**config.mk**
```make
export PLATFORM = sky130hd
export DESIGN_NAME = sdfm_ctrl
export DESIGN_NICKNAME = d
export VERILOG_FILES = /design/src/sv/sdfm_pkg.sv /design/src/sv/sdfm_ctrl.sv
export VERILOG_INCLUDE_DIRS = /design/src /design/src/sv
export SDC_FILE = /design/constraint.sdc
export NUM_CORES = 1
export LEC_CHECK = 0
export BUFFER_PORTS_ARGS = -buffer_cell sky130_fd_sc_hd__buf_4
export CAP_MARGIN = 15
export CELL_PAD_IN_SITES_DETAIL_PLACEMENT = 0
export CELL_PAD_IN_SITES_GLOBAL_PLACEMENT = 1
export CORE_AREA = 2 2 41 46
export CTS_CLUSTER_SIZE = 30
export DETAILED_ROUTE_END_ITERATION = 8
export DIE_AREA = 0 0 43 48
export GPL_ROUTABILITY_DRIVEN = 0
export PLACE_DENSITY = 0.73
export SYNTH_ARGS = -nofsm -noshare
export SYNTH_HDL_FRONTEND = slang
export SYNTH_SLANG_ARGS = --single-unit
```
**constraint.sdc**
```tcl
create_clock -name i_clk -period 1.1 [get_ports i_clk]
set_input_delay 0.11 -clock i_clk [delete_from_list [all_inputs] [get_ports i_clk]]
set_output_delay 0.11 -clock i_clk [all_outputs]
set_load 0.02 [all_outputs]
```
**src/sv/assert_macros.svh**
```systemverilog
// assertion macros shared by the stereo delay filter mix effect rtl
`ifndef ASSERT_MACROS_SVH
`define ASSERT_MACROS_SVH

// property that must hold on every clock edge outside reset
`define SDFM_ASSERT(lbl, prop, msg) \
    lbl: assert property (@(posedge i_clk) disable iff (!i_rst_n) prop) else $error(msg);

// condition that must never be seen outside reset
`define SDFM_ASSERT_NEVER(lbl, expr, msg) \
    lbl: assert property (@(posedge i_clk) disable iff (!i_rst_n) !(expr)) else $error(msg);

`endif

```
**src/sv/sdfm_pkg.sv**
```systemverilog
// types, constants and saturation helpers of the stereo delay filter mix effect
`default_nettype none

package sdfm_pkg;

    localparam int SAMPLE_W = 24;
    localparam int ADDR_W   = 13;
    localparam int DLY_W    = 13;
    localparam int COEF_W   = 32;
    localparam int STATE_W  = 48;
    localparam int MIX_W    = 17;
    localparam int GAIN_W   = 24;
    localparam int PADDR_W  = 5;
    localparam int PDATA_W  = 32;

    localparam logic [MIX_W-1:0] MIX_ONE = 17'd65536;

    // register map, index of each register
    typedef enum logic [2:0] {
        REG_SPARK_MIX,
        REG_BLEND_GAIN,
        REG_LP_B0,
        REG_LP_A1,
        REG_LP_A2,
        REG_LEFT_DELAY,
        REG_RIGHT_DELAY,
        REG_TAP_SHORT
    } t_reg_idx;

    // controller states
    typedef enum logic [3:0] {
        ST_CLEAR,
        ST_IDLE,
        ST_P,
        ST_Y,
        ST_FB1,
        ST_S1,
        ST_S2,
        ST_TG,
        ST_ML1,
        ST_ML2,
        ST_MR1,
        ST_MR2,
        ST_DONE
    } t_state;

    // configuration registers
    typedef struct packed {
        logic        [MIX_W-1:0]  spark_mix;
        logic        [GAIN_W-1:0] blend_gain;
        logic signed [COEF_W-1:0] lp_b0;
        logic signed [COEF_W-1:0] lp_a1;
        logic signed [COEF_W-1:0] lp_a2;
        logic        [DLY_W-1:0]  left_delay;
        logic        [DLY_W-1:0]  right_delay;
        logic        [DLY_W-1:0]  tap_delay_short;
    } t_cfg;

    // commands from controller to datapath
    typedef struct packed {
        logic clear;
        logic load;
        logic calc_p;
        logic calc_y;
        logic calc_fb1;
        logic calc_s1;
        logic calc_s2;
        logic calc_tg;
        logic mix_l1;
        logic mix_l2;
        logic mix_r1;
        logic mix_r2;
        logic out_load;
    } t_dp_cmd;

    // status from datapath to controller
    typedef struct packed {
        logic clr_last;
    } t_dp_sts;

    // saturate to the sample width
    function automatic logic signed [SAMPLE_W-1:0] sat_sample(input logic signed [63:0] v);
        logic signed [63:0] hi;
        logic signed [63:0] lo;
        hi = 64'sd8388607;
        lo = -64'sd8388608;
        if (v > hi) begin
            sat_sample = 24'sd8388607;
        end else if (v < lo) begin
            sat_sample = -24'sd8388608;
        end else begin
            sat_sample = v[SAMPLE_W-1:0];
        end
    endfunction

    // saturate to the filter state width
    function automatic logic signed [STATE_W-1:0] sat_state(input logic signed [63:0] v);
        logic signed [63:0] hi;
        logic signed [63:0] lo;
        hi = 64'sd140737488355327;
        lo = -64'sd140737488355328;
        if (v > hi) begin
            sat_state = 48'sh7FFF_FFFF_FFFF;
        end else if (v < lo) begin
            sat_state = 48'sh8000_0000_0000;
        end else begin
            sat_state = v[STATE_W-1:0];
        end
    endfunction

endpackage

`default_nettype wire

```
**src/sv/sdfm_ctrl.sv**
```systemverilog
// controller state machine sequencing one sample pair through the datapath
`default_nettype none

module sdfm_ctrl (
    input  wire logic              i_clk,
    input  wire logic              i_rst_n,
    input  wire logic              i_valid,
    output logic                   o_ready,
    output logic                   o_valid,
    input  wire logic              i_ready,
    input  wire sdfm_pkg::t_dp_sts i_sts,
    output sdfm_pkg::t_dp_cmd      o_cmd
);

    sdfm_pkg::t_state r_state;
    sdfm_pkg::t_state n_state;
    logic             r_out_valid;
    logic             n_out_valid;

    // state register
    always_ff @(posedge i_clk) begin
        if (!i_rst_n) begin
            r_state     <= sdfm_pkg::ST_CLEAR;
            r_out_valid <= 1'b0;
        end else begin
            r_state     <= n_state;
            r_out_valid <= n_out_valid;
        end
    end

    // next state
    always_comb begin
        n_state = r_state;
        case (r_state)
            sdfm_pkg::ST_CLEAR: if (i_sts.clr_last) n_state = sdfm_pkg::ST_IDLE;
            sdfm_pkg::ST_IDLE:  if (i_valid) n_state = sdfm_pkg::ST_P;
            sdfm_pkg::ST_P:     n_state = sdfm_pkg::ST_Y;
            sdfm_pkg::ST_Y:     n_state = sdfm_pkg::ST_FB1;
            sdfm_pkg::ST_FB1:   n_state = sdfm_pkg::ST_S1;
            sdfm_pkg::ST_S1:    n_state = sdfm_pkg::ST_S2;
            sdfm_pkg::ST_S2:    n_state = sdfm_pkg::ST_TG;
            sdfm_pkg::ST_TG:    n_state = sdfm_pkg::ST_ML1;
            sdfm_pkg::ST_ML1:   n_state = sdfm_pkg::ST_ML2;
            sdfm_pkg::ST_ML2:   n_state = sdfm_pkg::ST_MR1;
            sdfm_pkg::ST_MR1:   n_state = sdfm_pkg::ST_MR2;
            sdfm_pkg::ST_MR2:   n_state = sdfm_pkg::ST_DONE;
            sdfm_pkg::ST_DONE:  if (!r_out_valid || i_ready) n_state = sdfm_pkg::ST_IDLE;
            default:            n_state = sdfm_pkg::ST_CLEAR;
        endcase
    end

    // commands and handshake outputs
    always_comb begin
        o_cmd   = '0;
        o_ready = 1'b0;
        case (r_state)
            sdfm_pkg::ST_CLEAR: o_cmd.clear = 1'b1;
            sdfm_pkg::ST_IDLE: begin
                o_ready    = 1'b1;
                o_cmd.load = i_valid;
            end
            sdfm_pkg::ST_P:    o_cmd.calc_p   = 1'b1;
            sdfm_pkg::ST_Y:    o_cmd.calc_y   = 1'b1;
            sdfm_pkg::ST_FB1:  o_cmd.calc_fb1 = 1'b1;
            sdfm_pkg::ST_S1:   o_cmd.calc_s1  = 1'b1;
            sdfm_pkg::ST_S2:   o_cmd.calc_s2  = 1'b1;
            sdfm_pkg::ST_TG:   o_cmd.calc_tg  = 1'b1;
            sdfm_pkg::ST_ML1:  o_cmd.mix_l1   = 1'b1;
            sdfm_pkg::ST_ML2:  o_cmd.mix_l2   = 1'b1;
            sdfm_pkg::ST_MR1:  o_cmd.mix_r1   = 1'b1;
            sdfm_pkg::ST_MR2:  o_cmd.mix_r2   = 1'b1;
            sdfm_pkg::ST_DONE: o_cmd.out_load = !r_out_valid || i_ready;
            default:           o_cmd = '0;
        endcase
    end

    // output valid flag
    always_comb begin
        n_out_valid = r_out_valid;
        if (o_cmd.out_load) begin
            n_out_valid = 1'b1;
        end else if (i_ready) begin
            n_out_valid = 1'b0;
        end
    end

    assign o_valid = r_out_valid;

    `include "assert_macros.svh"

    `SDFM_ASSERT(a_accept_starts, (i_valid && o_ready) |=> (r_state == sdfm_pkg::ST_P), "accepted transaction did not start")
    `SDFM_ASSERT(a_done_fills, (r_state == sdfm_pkg::ST_DONE && !r_out_valid) |=> r_out_valid, "finished result not presented")
    `SDFM_ASSERT_NEVER(a_no_accept_clear, (r_state == sdfm_pkg::ST_CLEAR) && o_ready, "ready during clearing pass")

endmodule

`default_nettype wire

```
==> report_table.html <==
<table>
<tr><th>Metric</th><th>Value</th></tr>
<tr><th colspan="2">Status</th></tr>
<tr><td>Result of the run</td><td>finished with violations</td></tr>
<tr><td>Violations in the final reports</td><td>negative setup slack</td></tr>
<tr><th colspan="2">Pwr</th></tr>
<tr><td>Peak VDD IR</td><td>0.6142 mV</td></tr>
<tr><td>Leakage power</td><td>~0.38 nW</td></tr>
<tr><td>Power per unit of standard cell area</td><td>between 700 and 800 nW/um^2</td></tr>
<tr><th colspan="2">Flow run</th></tr>
<tr><td>Number of max-cap violations</td><td>0</td></tr>
<tr><th colspan="2">Placed design</th></tr>
<tr><td>Placed cell area</td><td>between 600 and 700 um^2</td></tr>
<tr><td>Quantity of I/O buffers inserted on ports</td><td>19</td></tr>
<tr><td>HPWL reported at the end of detailed placement</td><td>roughly 830 um</td></tr>
<tr><th colspan="2">Synthesis</th></tr>
<tr><td>Flip-flop and latch count after synthesis</td><td>5</td></tr>
<tr><td>Mapped Nets</td><td>50</td></tr>
<tr><td>Number of standard cells after synthesis</td><td>between 40 and 50</td></tr>
<tr><td>Post-synthesis cell area</td><td>376.6 um^2</td></tr>
<tr><td>Fraction of the yosys area taken by sequential cells</td><td>a little over a quarter</td></tr>
<tr><td>Synth warnings</td><td>0</td></tr>
<tr><td>Synth unique cells</td><td>21</td></tr>
<tr><td>Syn_area_per_cell</td><td>8.369 um^2</td></tr>
<tr><th colspan="2">Detailed routing</th></tr>
<tr><td>Total length of routed wires</td><td>approximately 1100 um</td></tr>
<tr><td>Detailed-route vias per instance</td><td>between 4 and 5</td></tr>
<tr><td>Number of antenna-violating nets in the routed design</td><td>0</td></tr>
<tr><td>Vias</td><td>roughly 470</td></tr>
<tr><td>Per-cell routed wire length</td><td>approximately 11 um</td></tr>
<tr><td>Iteration count of the initial detailed-routing pass</td><td>4</td></tr>
<tr><td>Total met3 wirelength after detailed routing</td><td>approximately 73 um</td></tr>
<tr><td>DRC Markers</td><td>0</td></tr>
<tr><td>Wire length on met1</td><td>around 420 um</td></tr>
<tr><td>Metal2 WL</td><td>651 um</td></tr>
<tr><td>Highest routing layer actually used</td><td>met3</td></tr>
<tr><td>Iteration-0 DRC Markers</td><td>2</td></tr>
<tr><th colspan="2">Floorplan</th></tr>
<tr><td>Core box area</td><td>between 1500 and 2000 um^2</td></tr>
<tr><td>Die Area</td><td>2064 um^2</td></tr>
<tr><td>Overall die height</td><td>~48 um</td></tr>
<tr><td>Row cnt</td><td>15</td></tr>
<tr><td>I/O pins</td><td>20</td></tr>
<tr><td>Die W</td><td>between 40 and 50 um</td></tr>
<tr><td>Effective utilization at floorplan</td><td>23.89%</td></tr>
<tr><th colspan="2">Timing</th></tr>
<tr><td>Number of failing hold endpoints at the final stage</td><td>0</td></tr>
<tr><td>Setup skew after layout</td><td>~0.002 ns</td></tr>
<tr><td>Relative slew margins</td><td>between 70% and 80%</td></tr>
<tr><td>Final cycle utilization of the critical path</td><td>123.1%</td></tr>
<tr><td>Post-layout minimum cycle time</td><td>about 1.4 ns</td></tr>
<tr><td>Setup slack after layout</td><td>-0.2544 ns</td></tr>
<tr><td>Maximum clock frequency</td><td>738.3 MHz</td></tr>
<tr><td># setup viols final</td><td>18</td></tr>
<tr><td>Unrepaired setup endpoints after global routing</td><td>true</td></tr>
<tr><td>Pins over their slew limit</td><td>0</td></tr>
<tr><td>Actual transition at the worst max-transition pin</td><td>0.3113 ns</td></tr>
<tr><th colspan="2">Global route</th></tr>
<tr><td>Pin count of the biggest net entering global routing</td><td>10</td></tr>
<tr><td>First-pass GRT wire length</td><td>around 1900 um</td></tr>
<tr><td>All-Layer GR Usage</td><td>approximately 13%</td></tr>
<tr><td>Overflow after GRT</td><td>0</td></tr>
<tr><td>Number of antenna violations at the first check in global routing</td><td>0</td></tr>
<tr><td>Via count of the first global-routing pass</td><td>474</td></tr>
<tr><th colspan="2">Critical path</th></tr>
<tr><td>Worst setup slack for register-to-register paths</td><td>-0.21 ns</td></tr>
<tr><td>WP data required</td><td>a little under 1 ns</td></tr>
<tr><td>Crit start category</td><td>flip-flop</td></tr>
<tr><td>Maximum fanout encountered on the critical timing path</td><td>5</td></tr>
<tr><td>Capture instance of the worst register-to-register path</td><td>r_state[2]</td></tr>
<tr><td>Endpoint class of the critical path</td><td>primary output</td></tr>
<tr><td>Data arrival time of the critical path</td><td>1.24 ns</td></tr>
<tr><td>Setup Crit Path Kind</td><td>reg2out</td></tr>
<tr><td>Beginning of the worst register-to-register path</td><td>r_state[0]</td></tr>
<tr><td>Logic depth of the worst register-to-register path</td><td>4</td></tr>
<tr><th colspan="2">Cells and area</th></tr>
<tr><td>Post-layout net count</td><td>slightly above 90</td></tr>
<tr><td>Util after Layout</td><td>a little under three fifths</td></tr>
<tr><td>Area added between synthesis and finish</td><td>136.2%</td></tr>
<tr><td>Antenna Diode Count</td><td>0</td></tr>
<tr><td>Design Area, Final</td><td>just under 900 um^2</td></tr>
<tr><td>Fraction of layout instances using a drive strength above 1</td><td>between 80 and 90%</td></tr>
<tr><th colspan="2">Clocking</th></tr>
<tr><td>CTS sink count</td><td>5</td></tr>
<tr><td>Root cell of the clock tree</td><td>sky130_fd_sc_hd__clkbuf_4</td></tr>
<tr><td>H-tree depth reported by CTS</td><td>1</td></tr>
<tr><td>Clock slew seen by the registers of the worst setup and hold paths</td><td>approximately 0.040 ns</td></tr>
<tr><td>Clock Latency Late Sink</td><td>0.24 ns</td></tr>
<tr><td>Hold bufs inserted after CTS</td><td>0</td></tr>
<tr><td>Max Root-Sink Buffers</td><td>2</td></tr>
<tr><td>TritonCTS buffer count</td><td>3</td></tr>
<tr><td>TritonCTS clock tree</td><td>done</td></tr>
<tr><th colspan="2">Hold path</th></tr>
<tr><td>Terminating pin of the worst hold path</td><td>o_valid</td></tr>
<tr><td>Depth of the worst hold-timing path</td><td>2</td></tr>
<tr><td>Worst hold-check path type</td><td>in2reg</td></tr>
<tr><td>Critical hold path startpoint</td><td>i_rst_n</td></tr>
</table>
[metal layers]
metal  global-route usage [%]  vias to the layer above
met5                        0                        -
met4                    1.818                        0
met3                    3.774                        0
met2                    25.15                       16
met1                    13.39                      211
li1                         -                      240
[state kept, by name (all words and copies together) (netlist names)]
name / flops
r_state: 4
o_valid: 1
[cells in the final DEF (no fill, tap or decap), types with 2 or more instances in the layout]
master                     synthesis  routed
sky130_fd_sc_hd__dfxtp_4           0       3
sky130_fd_sc_hd__nor2_1            6       2
sky130_fd_sc_hd__clkbuf_4          0       3
sky130_fd_sc_hd__a21oi_1           4       4
sky130_fd_sc_hd__nor3_2            0       2
sky130_fd_sc_hd__buf_6             1      14
sky130_fd_sc_hd__nand2b_4          0       3
sky130_fd_sc_hd__nor2b_1           2       2
sky130_fd_sc_hd__nor2_4            0       3
sky130_fd_sc_hd__o21a_1            2       2
sky130_fd_sc_hd__nor3_4            0       3
sky130_fd_sc_hd__buf_4             2      28
[repair_timing]
| item | in CTS | in global routing |
|---|---|---|
| gates cloned | 0 | 0 |
| resized for setup | 15 | 18 |
| pin swaps | 8 | 2 |
| endpoints found under the setup margin | 18 | 19 |
| setup buffers | 8 | 1 |
[synthesized netlist by cell type]
cell type	instances	share of area, %
sky130_fd_sc_hd__nor2_1	6	6.0
sky130_fd_sc_hd__dfxtp_1	5	27
sky130_fd_sc_hd__nor3_1	5	6.6
sky130_fd_sc_hd__a21oi_1	4	5.3
sky130_fd_sc_hd__nand2b_1	4	6.6
sky130_fd_sc_hd__buf_2	2	2.7
sky130_fd_sc_hd__buf_4	2	4.0
sky130_fd_sc_hd__nand2_1	2	2.0
sky130_fd_sc_hd__nor2b_1	2	3.3
sky130_fd_sc_hd__o21a_1	2	4.0
sky130_fd_sc_hd__a221oi_1	1	2.3
sky130_fd_sc_hd__and2_1	1	1.7
sky130_fd_sc_hd__and4bb_2	1	3.3
sky130_fd_sc_hd__buf_6	1	3.0
sky130_fd_sc_hd__mux2_2	1	3.0
sky130_fd_sc_hd__mux2_4	1	4.0
sky130_fd_sc_hd__nor4_1	1	1.7
sky130_fd_sc_hd__o2111a_1	1	3.0
sky130_fd_sc_hd__o41ai_4	1	7.3
sky130_fd_sc_hd__or2b_1	1	2.0
sky130_fd_sc_hd__or3_1	1	1.7
[critical path, stage by stage (launching register included)]
cell                      delay (ns)
sky130_fd_sc_hd__dfxtp_4        0.35
sky130_fd_sc_hd__buf_6          0.13
sky130_fd_sc_hd__or2b_4         0.27
sky130_fd_sc_hd__nor3_2         0.10
sky130_fd_sc_hd__buf_4          0.16
[through the flow]
stage | hold WS (ns) | setup WS [ns] | setup TNS, ns | cells | power [mW]
2_1_floorplan | 0.2224 | -0.09759 | -0.4648 | 45 | 0.3369
5_1_grt | 0.1254 | -0.2969 | -4.094 | 103 | 0.7288
3_5_place_dp | 0.3744 | -0.06139 | -0.3428 | 91 | 0.4081
6_report | 0.1228 | -0.2544 | -3.004 | 103 | 0.6840
4_1_cts | 0.1200 | -0.2460 | -3.175 | 103 | 0.6812
3_3_place_gp | 0.3646 | -0.06911 | -0.2850 | 91 | 0.4054
[power by group]
group	internal, mW	leakage (nW)	switching [mW]
logic	0.160	0.326	0.112
registers	0.187	0.0433	0.0140
clock network	0.137	0.0150	0.0736
total	0.484	0.384	0.200
[logic make-up after synthesis]
family                 share of synthesized area (%)
AND/OR/NAND/NOR                                34.88
AO/OA/AOI/OAI                                  21.93
flip-flops                                     26.58
buffers and inverters                          9.633
multiplexers                                   6.975
[worst max-delay path by stage]
stage	start	endpoint	slack, ns	depth (start not counted)
detailed placement	r_state[1]	o_cmd[10]	-0.06	3
global route	r_state[0]	o_cmd[10]	-0.30	4
CTS	r_state[0]	o_cmd[10]	-0.25	4
floorplan	r_state[1]	o_cmd[11]	-0.1	4
global placement	r_state[1]	o_cmd[10]	-0.07	3
finish	r_state[0]	o_cmd[10]	-0.25	4
[layout make-up]
cell class	count	area (um^2)
timing repair buffer	42	367.9
fill	153	686.9
sequential	5	112.6
multi-input combinational	35	361.6
clock buffer	4	26.28
tap	17	21.27
Note: power is estimated with default switching activity, not from simulation.
